`config.mk`:
```
export PLATFORM = sky130hd
export DESIGN_NAME = rs485_addressed_frame_receiver
export DESIGN_NICKNAME = d
export VERILOG_FILES = /design/src/hw/rtl/rafr_pkg.sv /design/src/hw/rtl/rafr_ram.sv /design/src/hw/rtl/rafr_ring.sv /design/src/hw/rtl/rafr_front.sv /design/src/hw/rtl/rafr_back.sv /design/src/hw/rtl/rs485_addressed_frame_receiver.sv
export SDC_FILE = /design/constraint.sdc
export NUM_CORES = 1
export LEC_CHECK = 0
export BUFFER_PORTS_ARGS = -buffer_cell sky130_fd_sc_hd__buf_2
export CELL_PAD_IN_SITES_DETAIL_PLACEMENT = 1
export CELL_PAD_IN_SITES_GLOBAL_PLACEMENT = 2
export CORE_MARGIN = 2
export CORE_UTILIZATION = 44
export DETAILED_ROUTE_END_ITERATION = 8
export PLACE_DENSITY_LB_ADDON = 0.12
export RECOVER_POWER = 50
export SYNTH_ARGS = -nofsm -noshare
export SYNTH_HDL_FRONTEND = slang
export SYNTH_SLANG_ARGS = --single-unit
```
`constraint.sdc`:
```
create_clock -name clk -period 11.52 [get_ports clk]
set_input_delay 2.304 -clock clk [delete_from_list [all_inputs] [get_ports clk]]
set_output_delay 2.304 -clock clk [all_outputs]
set_load 0.02 [all_outputs]
```
`src/hw/rtl/rafr_pkg.sv`:
```
`default_nettype none

package rafr_pkg;

  localparam int unsigned RING_DEPTH_DEF = 8;
  localparam int unsigned FRAME_LEN_DEF  = 8;

  localparam int unsigned APB_ADDR_W = 3;
  localparam int unsigned APB_DATA_W = 32;

  // register word index
  localparam logic REG_NODE_ADDRESS = 1'b0;

  // frame offsets that carry command and argument
  localparam int unsigned CODE_OFFSET = 2;
  localparam int unsigned ARG_OFFSET  = 4;

  typedef logic [7:0] byte_t;

  localparam byte_t NEWLINE_BYTE = 8'h0A;

  typedef enum logic [1:0] {
    OP_RX_BYTE  = 2'd0,
    OP_POLL     = 2'd1,
    OP_TX_PUSH  = 2'd2,
    OP_TX_READY = 2'd3
  } op_t;

  typedef struct packed {
    op_t   op;
    byte_t data;
  } item_t;

  typedef struct packed {
    logic  rx_overrun;
    logic  poll_empty;
    logic  cmd_valid;
    byte_t cmd_code;
    byte_t cmd_arg;
    logic  tx_accepted;
    logic  tx_valid;
    byte_t tx_data;
    logic  drive_enable;
  } result_t;

endpackage

`default_nettype wire

```
`src/hw/rtl/rafr_ram.sv`:
```
`default_nettype none

module rafr_ram #(
  parameter int unsigned WIDTH = 8,
  parameter int unsigned DEPTH = 8
) (
  input  wire logic                     clk,
  input  wire logic                     wr_en,
  input  wire logic [$clog2(DEPTH)-1:0] wr_addr,
  input  wire logic [WIDTH-1:0]         wr_data,
  input  wire logic [$clog2(DEPTH)-1:0] rd_addr,
  output logic      [WIDTH-1:0]         rd_data
);

  logic [WIDTH-1:0] mem [DEPTH];

  always_ff @(posedge clk) begin
    if (wr_en) begin
      mem[wr_addr] <= wr_data;
    end
    rd_data <= mem[rd_addr];
  end

endmodule

`default_nettype wire

```
`src/hw/rtl/rafr_ring.sv`:
```
`default_nettype none

module rafr_ring #(
  parameter int unsigned DEPTH = rafr_pkg::RING_DEPTH_DEF
) (
  input  wire logic            clk,
  input  wire logic            rst,
  input  wire logic            push,
  input  wire rafr_pkg::byte_t push_data,
  input  wire logic            pop,
  input  wire logic            clear,
  output logic                 full,
  output logic                 empty,
  output rafr_pkg::byte_t      head_data
);

  import rafr_pkg::*;

  localparam int unsigned PTR_W = $clog2(DEPTH);
  localparam logic [PTR_W-1:0] LAST = PTR_W'(DEPTH - 1);

  logic [PTR_W-1:0] head, tail;
  logic [PTR_W-1:0] head_inc, tail_inc;
  logic [PTR_W-1:0] head_next, tail_next;
  logic             byp_hit;
  byte_t            byp_data;
  byte_t            ram_q;

  always_comb begin
    head_inc  = (head == LAST) ? '0 : head + PTR_W'(1);
    tail_inc  = (tail == LAST) ? '0 : tail + PTR_W'(1);
    full      = (head_inc == tail);
    empty     = (head == tail);
    head_next = clear ? '0 : (push ? head_inc : head);
    tail_next = clear ? '0 : (pop ? tail_inc : tail);
    head_data = byp_hit ? byp_data : ram_q;
  end

  always_ff @(posedge clk) begin
    if (rst) begin
      head    <= '0;
      tail    <= '0;
      byp_hit <= 1'b0;
    end else begin
      head    <= head_next;
      tail    <= tail_next;
      // write into the slot being prefetched: RAM returns old data
      byp_hit <= push && (head == tail_next);
    end
    byp_data <= push_data;
  end

  // read address runs one step ahead so the oldest byte is ready next cycle
  rafr_ram #(
    .WIDTH (8),
    .DEPTH (DEPTH)
  ) u_ram (
    .clk     (clk),
    .wr_en   (push),
    .wr_addr (head),
    .wr_data (push_data),
    .rd_addr (tail_next),
    .rd_data (ram_q)
  );

endmodule

`default_nettype wire

```
`src/hw/rtl/rafr_front.sv`:
```
`default_nettype none

module rafr_front (
  input  wire logic            clk,
  input  wire logic            rst,
  input  wire logic            in_valid,
  output logic                 in_ready,
  input  wire logic [1:0]      opcode,
  input  wire rafr_pkg::byte_t data_byte,
  output logic                 q_valid,
  output rafr_pkg::item_t      q_item,
  input  wire logic            q_take
);

  import rafr_pkg::*;

  item_t      slot [2];
  logic       wr_ptr, rd_ptr;
  logic [1:0] count;
  logic       push, pop;
  item_t      item_in;

  always_comb begin
    in_ready     = (count != 2'd2);
    q_valid      = (count != 2'd0);
    q_item       = slot[rd_ptr];
    push         = in_valid && in_ready;
    pop          = q_valid && q_take;
    item_in.op   = op_t'(opcode);
    item_in.data = data_byte;
  end

  always_ff @(posedge clk) begin
    if (rst) begin
      wr_ptr <= 1'b0;
      rd_ptr <= 1'b0;
      count  <= 2'd0;
    end else begin
      if (push) begin
        wr_ptr <= ~wr_ptr;
      end
      if (pop) begin
        rd_ptr <= ~rd_ptr;
      end
      count <= count + {1'b0, push} - {1'b0, pop};
    end
    if (push) begin
      slot[wr_ptr] <= item_in;
    end
  end

endmodule

`default_nettype wire

```
`src/hw/rtl/rafr_back.sv`:
```
`default_nettype none

module rafr_back #(
  parameter int unsigned RING_DEPTH = rafr_pkg::RING_DEPTH_DEF,
  parameter int unsigned FRAME_LEN  = rafr_pkg::FRAME_LEN_DEF
) (
  input  wire logic            clk,
  input  wire logic            rst,
  input  wire rafr_pkg::byte_t node_address,
  input  wire logic            q_valid,
  input  wire rafr_pkg::item_t q_item,
  output logic                 q_take,
  output logic                 out_valid,
  input  wire logic            out_ready,
  output rafr_pkg::result_t    res
);

  import rafr_pkg::*;

  localparam int unsigned CNT_W = $clog2(FRAME_LEN + 1);
  localparam logic [CNT_W-1:0] LEN_C  = CNT_W'(FRAME_LEN);
  localparam logic [CNT_W-1:0] CODE_C = CNT_W'(CODE_OFFSET);
  localparam logic [CNT_W-1:0] ARG_C  = CNT_W'(ARG_OFFSET);

  logic             rx_push, rx_pop, tx_push, tx_pop, clear;
  logic             rx_full, rx_empty, tx_full, tx_empty;
  byte_t            rx_head_data, tx_head_data;
  logic [CNT_W-1:0] frame_count, frame_count_next;
  logic             in_frame, in_frame_next;
  logic             drive_on, drive_on_next;
  byte_t            code_byte, code_byte_next;
  byte_t            arg_byte, arg_byte_next;
  byte_t            c;
  result_t          r;

  always_comb begin
    q_take           = q_valid && (!out_valid || out_ready);
    rx_push          = 1'b0;
    rx_pop           = 1'b0;
    tx_push          = 1'b0;
    tx_pop           = 1'b0;
    clear            = 1'b0;
    frame_count_next = frame_count;
    in_frame_next    = in_frame;
    drive_on_next    = drive_on;
    code_byte_next   = code_byte;
    arg_byte_next    = arg_byte;
    c                = rx_head_data;
    r                = '0;
    if (q_take) begin
      unique case (q_item.op)
        OP_RX_BYTE: begin
          if (rx_full) begin
            r.rx_overrun = 1'b1;
          end else begin
            rx_push = 1'b1;
          end
        end
        OP_POLL: begin
          if (rx_empty) begin
            r.poll_empty = 1'b1;
          end else begin
            rx_pop = 1'b1;
            if (c == node_address || in_frame) begin
              in_frame_next = 1'b1;
              // only offsets 2 and 4 of the frame are ever read back
              if (frame_count < LEN_C) begin
                if (frame_count == CODE_C) begin
                  code_byte_next = c;
                end
                if (frame_count == ARG_C) begin
                  arg_byte_next = c;
                end
              end
              if (c == NEWLINE_BYTE) begin
                frame_count_next = '0;
                in_frame_next    = 1'b0;
                clear            = 1'b1;
                r.cmd_valid      = 1'b1;
                r.cmd_code       = code_byte_next;
                r.cmd_arg        = arg_byte_next;
              end else if (frame_count < LEN_C) begin
                frame_count_next = frame_count + CNT_W'(1);
              end
            end
          end
        end
        OP_TX_PUSH: begin
          drive_on_next = 1'b1;
          if (!tx_full) begin
            tx_push       = 1'b1;
            r.tx_accepted = 1'b1;
          end
        end
        OP_TX_READY: begin
          if (tx_empty) begin
            drive_on_next = 1'b0;
          end else begin
            tx_pop    = 1'b1;
            r.tx_valid = 1'b1;
            r.tx_data  = tx_head_data;
          end
        end
        default: ;
      endcase
    end
    r.drive_enable = drive_on_next;
  end

  always_ff @(posedge clk) begin
    if (rst) begin
      frame_count <= '0;
      in_frame    <= 1'b0;
      drive_on    <= 1'b0;
      code_byte   <= '0;
      arg_byte    <= '0;
      out_valid   <= 1'b0;
    end else begin
      frame_count <= frame_count_next;
      in_frame    <= in_frame_next;
      drive_on    <= drive_on_next;
      code_byte   <= code_byte_next;
      arg_byte    <= arg_byte_next;
      if (q_take) begin
        out_valid <= 1'b1;
      end else if (out_ready) begin
        out_valid <= 1'b0;
      end
    end
    if (q_take) begin
      res <= r;
    end
  end

  rafr_ring #(
    .DEPTH (RING_DEPTH)
  ) u_rx_ring (
    .clk       (clk),
    .rst       (rst),
    .push      (rx_push),
    .push_data (q_item.data),
    .pop       (rx_pop),
    .clear     (clear),
    .full      (rx_full),
    .empty     (rx_empty),
    .head_data (rx_head_data)
  );

  rafr_ring #(
    .DEPTH (RING_DEPTH)
  ) u_tx_ring (
    .clk       (clk),
    .rst       (rst),
    .push      (tx_push),
    .push_data (q_item.data),
    .pop       (tx_pop),
    .clear     (clear),
    .full      (tx_full),
    .empty     (tx_empty),
    .head_data (tx_head_data)
  );

endmodule

`default_nettype wire

```
`src/hw/rtl/rs485_addressed_frame_receiver.sv`:
```
// Half-duplex RS-485 line buffer with an addressed frame receiver. Each input
// word carries an opcode (line byte received, poll, push transmit byte,
// transmitter ready) and a data byte; each word yields exactly one result word.
// Receive and transmit rings have RING_DEPTH slots and hold RING_DEPTH-1 bytes;
// a full receive ring drops the byte and flags rx_overrun, a full transmit ring
// reports tx_accepted low. A poll pops one received byte into the framer: a
// byte equal to node_address (register 0, byte address 0) opens a frame, a
// newline closes it, returns frame bytes 2 and 4 as cmd_code/cmd_arg and
// empties both rings. Bytes past FRAME_LEN are not stored. Transmitter ready
// pops one byte, or drops drive_enable when the transmit ring is empty.
// Throughput is one word per clock unless out_ready stalls it. Each word is
// registered in the two-entry input queue, then goes combinationally through
// the execute stage, doing all its work, into the result register. The ring
// RAMs prefetch the oldest byte so a pop never waits on the read port.
// No clearing pass after reset: ring slots are only read once written.
`default_nettype none

module rs485_addressed_frame_receiver #(
  parameter int unsigned RING_DEPTH = rafr_pkg::RING_DEPTH_DEF,
  parameter int unsigned FRAME_LEN  = rafr_pkg::FRAME_LEN_DEF
) (
  input  wire logic                            clk,
  input  wire logic                            rst,
  // APB config port
  input  wire logic                            psel,
  input  wire logic                            penable,
  input  wire logic                            pwrite,
  input  wire logic [rafr_pkg::APB_ADDR_W-1:0] paddr,
  input  wire logic [rafr_pkg::APB_DATA_W-1:0] pwdata,
  output logic      [rafr_pkg::APB_DATA_W-1:0] prdata,
  output logic                                 pready,
  // input words
  input  wire logic                            in_valid,
  output logic                                 in_ready,
  input  wire logic [1:0]                      opcode,
  input  wire logic [7:0]                      data_byte,
  // result words
  output logic                                 out_valid,
  input  wire logic                            out_ready,
  output logic                                 rx_overrun,
  output logic                                 poll_empty,
  output logic                                 cmd_valid,
  output logic [7:0]                           cmd_code,
  output logic [7:0]                           cmd_arg,
  output logic                                 tx_accepted,
  output logic                                 tx_valid,
  output logic [7:0]                           tx_data,
  output logic                                 drive_enable
);

  import rafr_pkg::*;

  byte_t   node_address;
  logic    cfg_wr;
  logic    q_valid;
  item_t   q_item;
  logic    q_take;
  result_t res;

  // Config: single register, word index in paddr[2], byte lanes ignored.
  assign pready = 1'b1;
  assign cfg_wr = psel && penable && pwrite && pready;

  always_ff @(posedge clk) begin
    if (rst) begin
      node_address <= '0;
    end else if (cfg_wr && paddr[2] == REG_NODE_ADDRESS) begin
      node_address <= pwdata[7:0];
    end
  end

  always_comb begin
    prdata = '0;
    if (paddr[2] == REG_NODE_ADDRESS) begin
      prdata = {{(APB_DATA_W - 8){1'b0}}, node_address};
    end
  end

  // Front: accept and decode words into a short queue.
  rafr_front u_front (
    .clk       (clk),
    .rst       (rst),
    .in_valid  (in_valid),
    .in_ready  (in_ready),
    .opcode    (opcode),
    .data_byte (data_byte),
    .q_valid   (q_valid),
    .q_item    (q_item),
    .q_take    (q_take)
  );

  // Back: rings, framer and driver enable; registered result word.
  rafr_back #(
    .RING_DEPTH (RING_DEPTH),
    .FRAME_LEN  (FRAME_LEN)
  ) u_back (
    .clk          (clk),
    .rst          (rst),
    .node_address (node_address),
    .q_valid      (q_valid),
    .q_item       (q_item),
    .q_take       (q_take),
    .out_valid    (out_valid),
    .out_ready    (out_ready),
    .res          (res)
  );

  assign rx_overrun   = res.rx_overrun;
  assign poll_empty   = res.poll_empty;
  assign cmd_valid    = res.cmd_valid;
  assign cmd_code     = res.cmd_code;
  assign cmd_arg      = res.cmd_arg;
  assign tx_accepted  = res.tx_accepted;
  assign tx_valid     = res.tx_valid;
  assign tx_data      = res.tx_data;
  assign drive_enable = res.drive_enable;

  // One opcode per word: at most one event flag per result.
  a_one_event: assert property (@(posedge clk) disable iff (rst)
    out_valid |-> $onehot0({rx_overrun, poll_empty, cmd_valid, tx_accepted, tx_valid}))
    else $error("more than one event flag in a result word");

  // A transmit byte that entered the ring always leaves the line driven.
  a_push_drives: assert property (@(posedge clk) disable iff (rst)
    (out_valid && tx_accepted) |-> drive_enable)
    else $error("accepted transmit byte without drive enable");

  // Payload bytes of events that did not occur read as zero.
  a_idle_bytes_zero: assert property (@(posedge clk) disable iff (rst)
    out_valid |-> ((cmd_valid || (cmd_code == 8'd0 && cmd_arg == 8'd0))
                   && (tx_valid || tx_data == 8'd0)))
    else $error("nonzero payload byte without its event");

endmodule

`default_nettype wire

```
# [After elaboration in Yosys (flattened, before gate mapping)]
# Memory sizes are Yosys's and may differ from the RTL's. A register that Yosys moved wholly into a read port is not among the register bits.
# Index checks and enable logic that the tools add are counted.
[totals] ramBits=148 mem_count=3 inputBits=52 regBits=87 out_inout_bits=65
[op_classes] eq_ne=18 n_lt_le_gt_ge=1 n_addsub=7 n_bitwise=8 reduce_logical=21 mux=52
[mem_list] name="u_back.u_rx_ring.u_ram.mem" words=8 word_bits=8 read_ports=1 rd_ports_with_merged_regs=1 wr=1 line="rafr_ram.sv:15" text="logic [WIDTH-1:0] mem [DEPTH];"
[mem_list] name="u_back.u_tx_ring.u_ram.mem" words=8 word_bits=8 read_ports=1 rd_ports_with_merged_regs=1 wr=1 line="rafr_ram.sv:15"
[mem_list] name="u_front.slot" words=2 word_bits=10 read_ports=1 rd_ports_with_merged_regs=1 wr=1 line="rafr_front.sv:17" text="item_t slot [2];"
[ops] cell="$mux 8" count=7
[ops] cell="$mux 1" count=32
[ops] cell="$mux 3" count=8
[ops] cell="$eq 3x3->1" count=6
[ops] cell="$mux 17" count=1
[ops] cell="$add 3x1->3 const B" count=4
[ops] cell="$eq 3x3->1 const B" count=4
[ops] cell="$mux 9" count=1
[ops] cell="$eq 8x4->1 const B" count=1
[ops] cell="$eq 8x8->1" count=1
[ops] cell="$logic_and 1x1->1" count=8
[ops] cell="$mux 4" count=2
[ops] cell="$not 1->1" count=8
[ops] cell="$reduce_bool 2->1" count=3
[ops] cell="$reduce_and 5->1" count=1
[ops] cell="$add 4x1->4 const B" count=1
[ops] cell="$eq 2x2->1 const B" count=2
[ops] cell="$eq 4x2->1 const B" count=1
[ops] cell="$eq 4x3->1 const B" count=1
[ops] cell="$lt 4x4->1 const B" count=1
[ops] cell="$reduce_and 4->1" count=1
[ops] cell="$reduce_or 2->1" count=2
[ops] cell="$reduce_or 4->1" count=1
[ops] cell="$reduce_or 3->1" count=1
[ops] cell="8 further kinds" count=9

# [Longest topological paths before layout]
[logic_depth] depth_word=10 ltp_mapped=11 mapped_depth_nobuf=9

# [Hierarchy]
# A second synthesis with hierarchy kept.
[hier_totals] hier_cells=690 area_unflattened_um2=10850.4
[modules_own_cells] module="rafr_ram" seq_area_each_um2=2082.0 cells_per_inst=114 instances=2 area_per_inst_um2=2691.3
[modules_own_cells] module="rafr_back" seq_area_each_um2=1361.3 cells_per_inst=207 instances=1 area_per_inst_um2=2479.9
[modules_own_cells] module="rafr_ring" seq_area_each_um2=300.3 cells_per_inst=65 instances=2 area_per_inst_um2=700.7
[modules_own_cells] module="rafr_front" seq_area_each_um2=700.7 cells_per_inst=55 instances=1 area_per_inst_um2=955.9
[modules_own_cells] module="rs485_addressed_frame_receiver" seq_area_each_um2=160.2 cells_per_inst=70 instances=1 area_per_inst_um2=630.6

# [Worst setup path after synthesis]
# Ideal clock, no wire load.
[synth_path] path_kind="input port to flip-flop" start="in out_ready" end="mem u_back.u_rx_ring.u_ram.mem[5][0], enable pin" arrival_ns=5.971 required_ns=11.135 slack_ns=5.164 stages=5 cell_sequence="nor2b_1 > nor2_1 > nand4_1 > or2_2 > nor3b_1"
[synth_between] elab_chain_cells=5
[synth_lines] item="from (decl)" line="rs485_addressed_frame_receiver.sv:39" text="input wire logic out_ready,"
[synth_lines] item="$logic_or 1x1->1" line="rafr_back.sv:37" text="q_take = q_valid && (!out_valid || out_ready);"
[synth_lines] item="$logic_and 1x1->1" line="rafr_back.sv:37"
[synth_lines] item="via q_take" line="rs485_addressed_frame_receiver.sv:57" text="logic q_take;"
[synth_lines] item="$mux 1" line="rafr_back.sv:50" text="if (q_take) begin"
[synth_lines] item="$mux 1" line="rafr_ram.sv:18" text="if (wr_en) begin"
[synth_lines] item="$mux 1 (not written as such)" line="rafr_ram.sv:19" text="mem[wr_addr] <= wr_data;"
[synth_lines] item="to (decl)" line="rafr_ram.sv:15"
# The timed path passes the listed nets, and every way through them passes these cells.

# [Worst setup path in the final report]
[layout_path] start="in out_ready" end="reg u_back.u_tx_ring.u_ram.rd_data[1] (read register of u_back.u_tx_ring.u_ram.mem)"
[layout_between] elab_chain_cells=5
[layout_lines] item="$logic_or 1x1->1 (*)" line="rafr_back.sv:37"
[layout_lines] item="$logic_and 1x1->1 (*)" line="rafr_back.sv:37"
[layout_lines] item="via q_take" line="rs485_addressed_frame_receiver.sv:57"
[layout_lines] item="$mux 1" line="rafr_back.sv:50"
[layout_lines] item="$mux 3" line="rafr_ring.sv:35" text="tail_next = clear ? '0 : (pop ? tail_inc : tail);"
[layout_lines] item="$mux 3 (*)" line="rafr_ring.sv:35"
[layout_lines] item="to (decl)" line="rafr_ram.sv:12" text="output logic [WIDTH-1:0] rd_data"
# Mark *: on every way through the listed nets, which the timed path passes. The rest lies on a longest branch.
# A chain may end at the register's enable or synchronous reset.

==> metrics.txt <==
post-synthesis mux area share 0.0732; initial antenna violation count 0; setup_tns 0 ps; Ports roughly 120; post-synth top area cell edfxtp_1; Least-Margin Pin Slew 2260 ps; GR Util All Layers 0.197; Worst Path Max Fanout 38; Post-Route WL 25400 µm; fin crit period 6320 ps; area grow syn2layout 12.7%; Worst path max stage delay 1610 ps; Initial Util 0.448; internal power between 1.5 and 2 mW; outcome complete, but fails checks; root buf cell clkbuf_16; Syn Area/Cell 13.1 µm²; cts hold-fix bufs 0; Synth cell types 70; vias per cell about 5.4; P_leak 4.47 nW; maximum VDD drop 0.123 mV; Mapped Area 0.0109 mm²; vias in the first global route 6989; Die Height about 160 µm; Hold Crit Class reg -> reg; Clock power frac 0.354; Die ar. 0.0260 mm²; Placed Area 0.0113 mm²; GRT overflow 0; clk sinks 252; CP Data Required Time 11950 ps; non-filler cells, final 1233; CTS Buf Count 27; post-synth top area share 0.492; hold path startpoint node_address[3]; Cell Pwr Density 205 mW/mm²; Post-DRT Antenna Nets 0; FFs w/ async S/R, synth 0; Setup WS pre-CTS 5910 ps; Worst Setup End Kind flop; largest cells by area after synthesis edfxtp_1, dfxtp_1, mux2i_1; WL per Instance 20.6 µm; drt first pass iters 6; Worst slew margin -0.510; Synth Area in Adders 0.0150; post-synthesis register bit count ~250; Ys Warns 0; Max-cap violations 2; Hold EP node_address[3]; post-DP HPWL roughly 17000 µm; Crit path max-delay family simple AND/OR/NAND/NOR gates; Reg-to-Reg End u_back.u_tx_ring.u_ram.rd_data[1]; Psw 0.710 mW; fin worst setup slack 5200 ps; drt drc 0; number of synthesized flops with an enable pin 178; Worst R2R Path Depth 8; post-synthesis compound-gate area fraction 0.0999; htree depth 1; Synth Area in Simple Gates 0.108; largest family of logic cells by synthesized area simple AND/OR/NAND/NOR gates; largest net degree at the start of global routing 39; cells along the critical path buf_2, nor2b_1, nor2_4, clkbuf_1, and2_1, nand4_2, nand2b_1, mux2i_1, a221oi_2; port bufs 65; post-layout util 0.505; core footprint 0.0242 mm²; Final Cycle Share 0.548; fraction of layout cells with a size suffix above 1 0.164; RSZ-0062 raised after global routing no; placed cell count 1184; # rows between 50 and 60; Reg power frac 0.474; Slowest cell on crit path clkbuf_1; drt initial violations 422; Skew-Pair Late Insertion Delay roughly 530 ps; cells after synthesis 832; Critical Path AT 6740 ps; Post-Synth XOR/XNOR Area 0.0201; worst reg2reg path startpoint u_front.count[1]; clock skew around 7.9 ps; WHS Path Cells 2; setup bufs post-CTS 0; Final Max Tran Viols 78; cell area after layout 0.0122 mm²; sw frac 0.283; register area share after synthesis 0.628; NumNets Final 954; Reg clk slew, reported paths 60 ps; Max Root-Sink Buffers 3; Comb power frac 0.172; post-CTS sizing 0; violated checks max-capacitance violations, max-slew violations; first-pass GRT wire length 39600 µm; internal reg-to-reg setup slack 6640 ps; Synth Flop Type edfxtp_1; highest clock rate 158 MHz; Fin. Hold Viols 0; critical path class in -> reg; via count 6640; CTS tree done; Worst Path Buf+Inv 2; gp weighted congestion roughly 0.81; startpoint types primary input; Finish-stage setup viols 0; Chip Width 161 µm
==> how the worst max path moves through the flow <==
stage | from | to | slack (ps) | cells past startpoint
finish | out_ready | u_back.u_tx_ring.u_ram.rd_data[1] | 5200 | 9
global route | out_ready | u_back.u_tx_ring.u_ram.rd_data[4] | 4830 | 9
detailed placement | out_ready | u_back.u_tx_ring.u_ram.rd_data[1] | 5910 | 9
global placement | out_ready | u_back.u_tx_ring.u_ram.rd_data[6] | 6040 | 9
CTS | paddr[2] | prdata[7] | 6410 | 3
floorplan | out_ready | u_back.u_rx_ring.u_ram.mem[5][0] | 5160 | 5
==> synth_stat cells, types with 4 or more instances <==
library cell,count
edfxtp_1,178
dfxtp_1,74
nor2_1,72
inv_1,45
mux2i_1,43
a211oi_1,32
buf_4,29
nand2_1,26
nand3_1,23
o21ai_0,20
a21oi_1,19
clkbuf_1,19
nor3_1,17
xnor2_1,17
buf_2,16
nor2b_1,16
and3_1,13
ha_1,13
o211ai_1,10
a21boi_0,9
a31oi_1,9
mux2_2,9
a221oi_2,8
mux4_2,8
o221ai_1,8
or4_1,8
xor2_1,8
a21o_1,5
mux2i_2,5
nor3b_1,5
and2_1,4
nor4b_1,4
==> power groups by stage <==
stage	combinational (mW)	clock, mW	sequential, mW
after floorplan	0.263	0	1.22
after global placement	0.434	0	1.20
after detailed placement	0.444	0	1.20
after CTS	0.446	0.910	1.18
after global routing	0.472	0.937	1.20
final	0.431	0.887	1.19
==> placed cells by master, fill, tap and decap left out, types with 9 or more instances in the layout <==
master / Yosys / routed
edfxtp_1: 178 / 178
dfxtp_1: 74 / 74
nor2_1: 72 / 71
buf_2: 16 / 59
inv_1: 45 / 45
mux2i_1: 43 / 44
a211oi_1: 32 / 32
clkbuf_16: 0 / 27
nand2_1: 26 / 26
conb_1: 2 / 25
nand3_1: 23 / 23
o21ai_0: 20 / 20
a21oi_1: 19 / 19
xnor2_1: 17 / 17
nor3_1: 17 / 17
nor2b_1: 16 / 16
and3_1: 13 / 13
ha_1: 13 / 13
clkbuf_1: 19 / 13
o211ai_1: 10 / 10
buf_4: 29 / 10
mux2_1: 0 / 9
a31oi_1: 9 / 9
a21boi_0: 9 / 9
==> state kept, by name, summed over array words and instances (netlist names), 2 cells and up, named ones only <==
name	cells
u_back.u_rx_ring.tail	3
u_front.slot	20
u_back.arg_byte	8
u_back.frame_count	4
u_back.u_rx_ring.head	3
u_back.res	30
u_back.u_tx_ring.u_ram.rd_data	8
node_address	8
u_front.count	2
u_back.u_rx_ring.byp_data	8
u_back.u_tx_ring.u_ram.mem	64
u_back.code_byte	8
u_back.u_rx_ring.u_ram.rd_data	8
u_back.u_rx_ring.u_ram.mem	64
u_back.u_tx_ring.tail	3
u_back.u_tx_ring.head	3
==> layout make-up <==
cell class                 count  area (µm²)
fill                        2473       12000
inverter                      45         169
sequential                   252        6830
clock inverter                12         171
multi-input combinational    487        3540
antenna                        1        2.50
clock buffer                  36         739
timing repair buffer          76         397
tap                          324         405
==> stage by stage <==
step | power [mW] | hold WS [ps]
floorplan | 1.49 | 457
global placement | 1.63 | 472
detailed placement | 1.65 | 478
CTS | 2.54 | 486
global route | 2.61 | 512
finish | 2.51 | 488
==> kinds of logic after synthesis <==
logic type      Yosys count
buf+inv                 116
simple gates            217
mux                      66
other cells               2
compound gates          141
xor+xnor                 25
flops                   252
fa+ha+maj                13
==> tightest hold or removal path, cell delays in order (launching register included) <==
cell and delay [ps]:
dfxtp_1 330, nand2_1 60, a21oi_1 50
==> routing by layer <==
layer | vias to the layer above | global-route usage | share of wire
met5 | - | 0 | 0
li1 | 3156 | - | -
met2 | 118 | 0.352 | 0.50
met3 | 42 | 0.0265 | 0.035
met4 | 0 | 0.0613 | 0.028
met1 | 3324 | 0.249 | 0.44
Power figures use the tool's default switching activity.
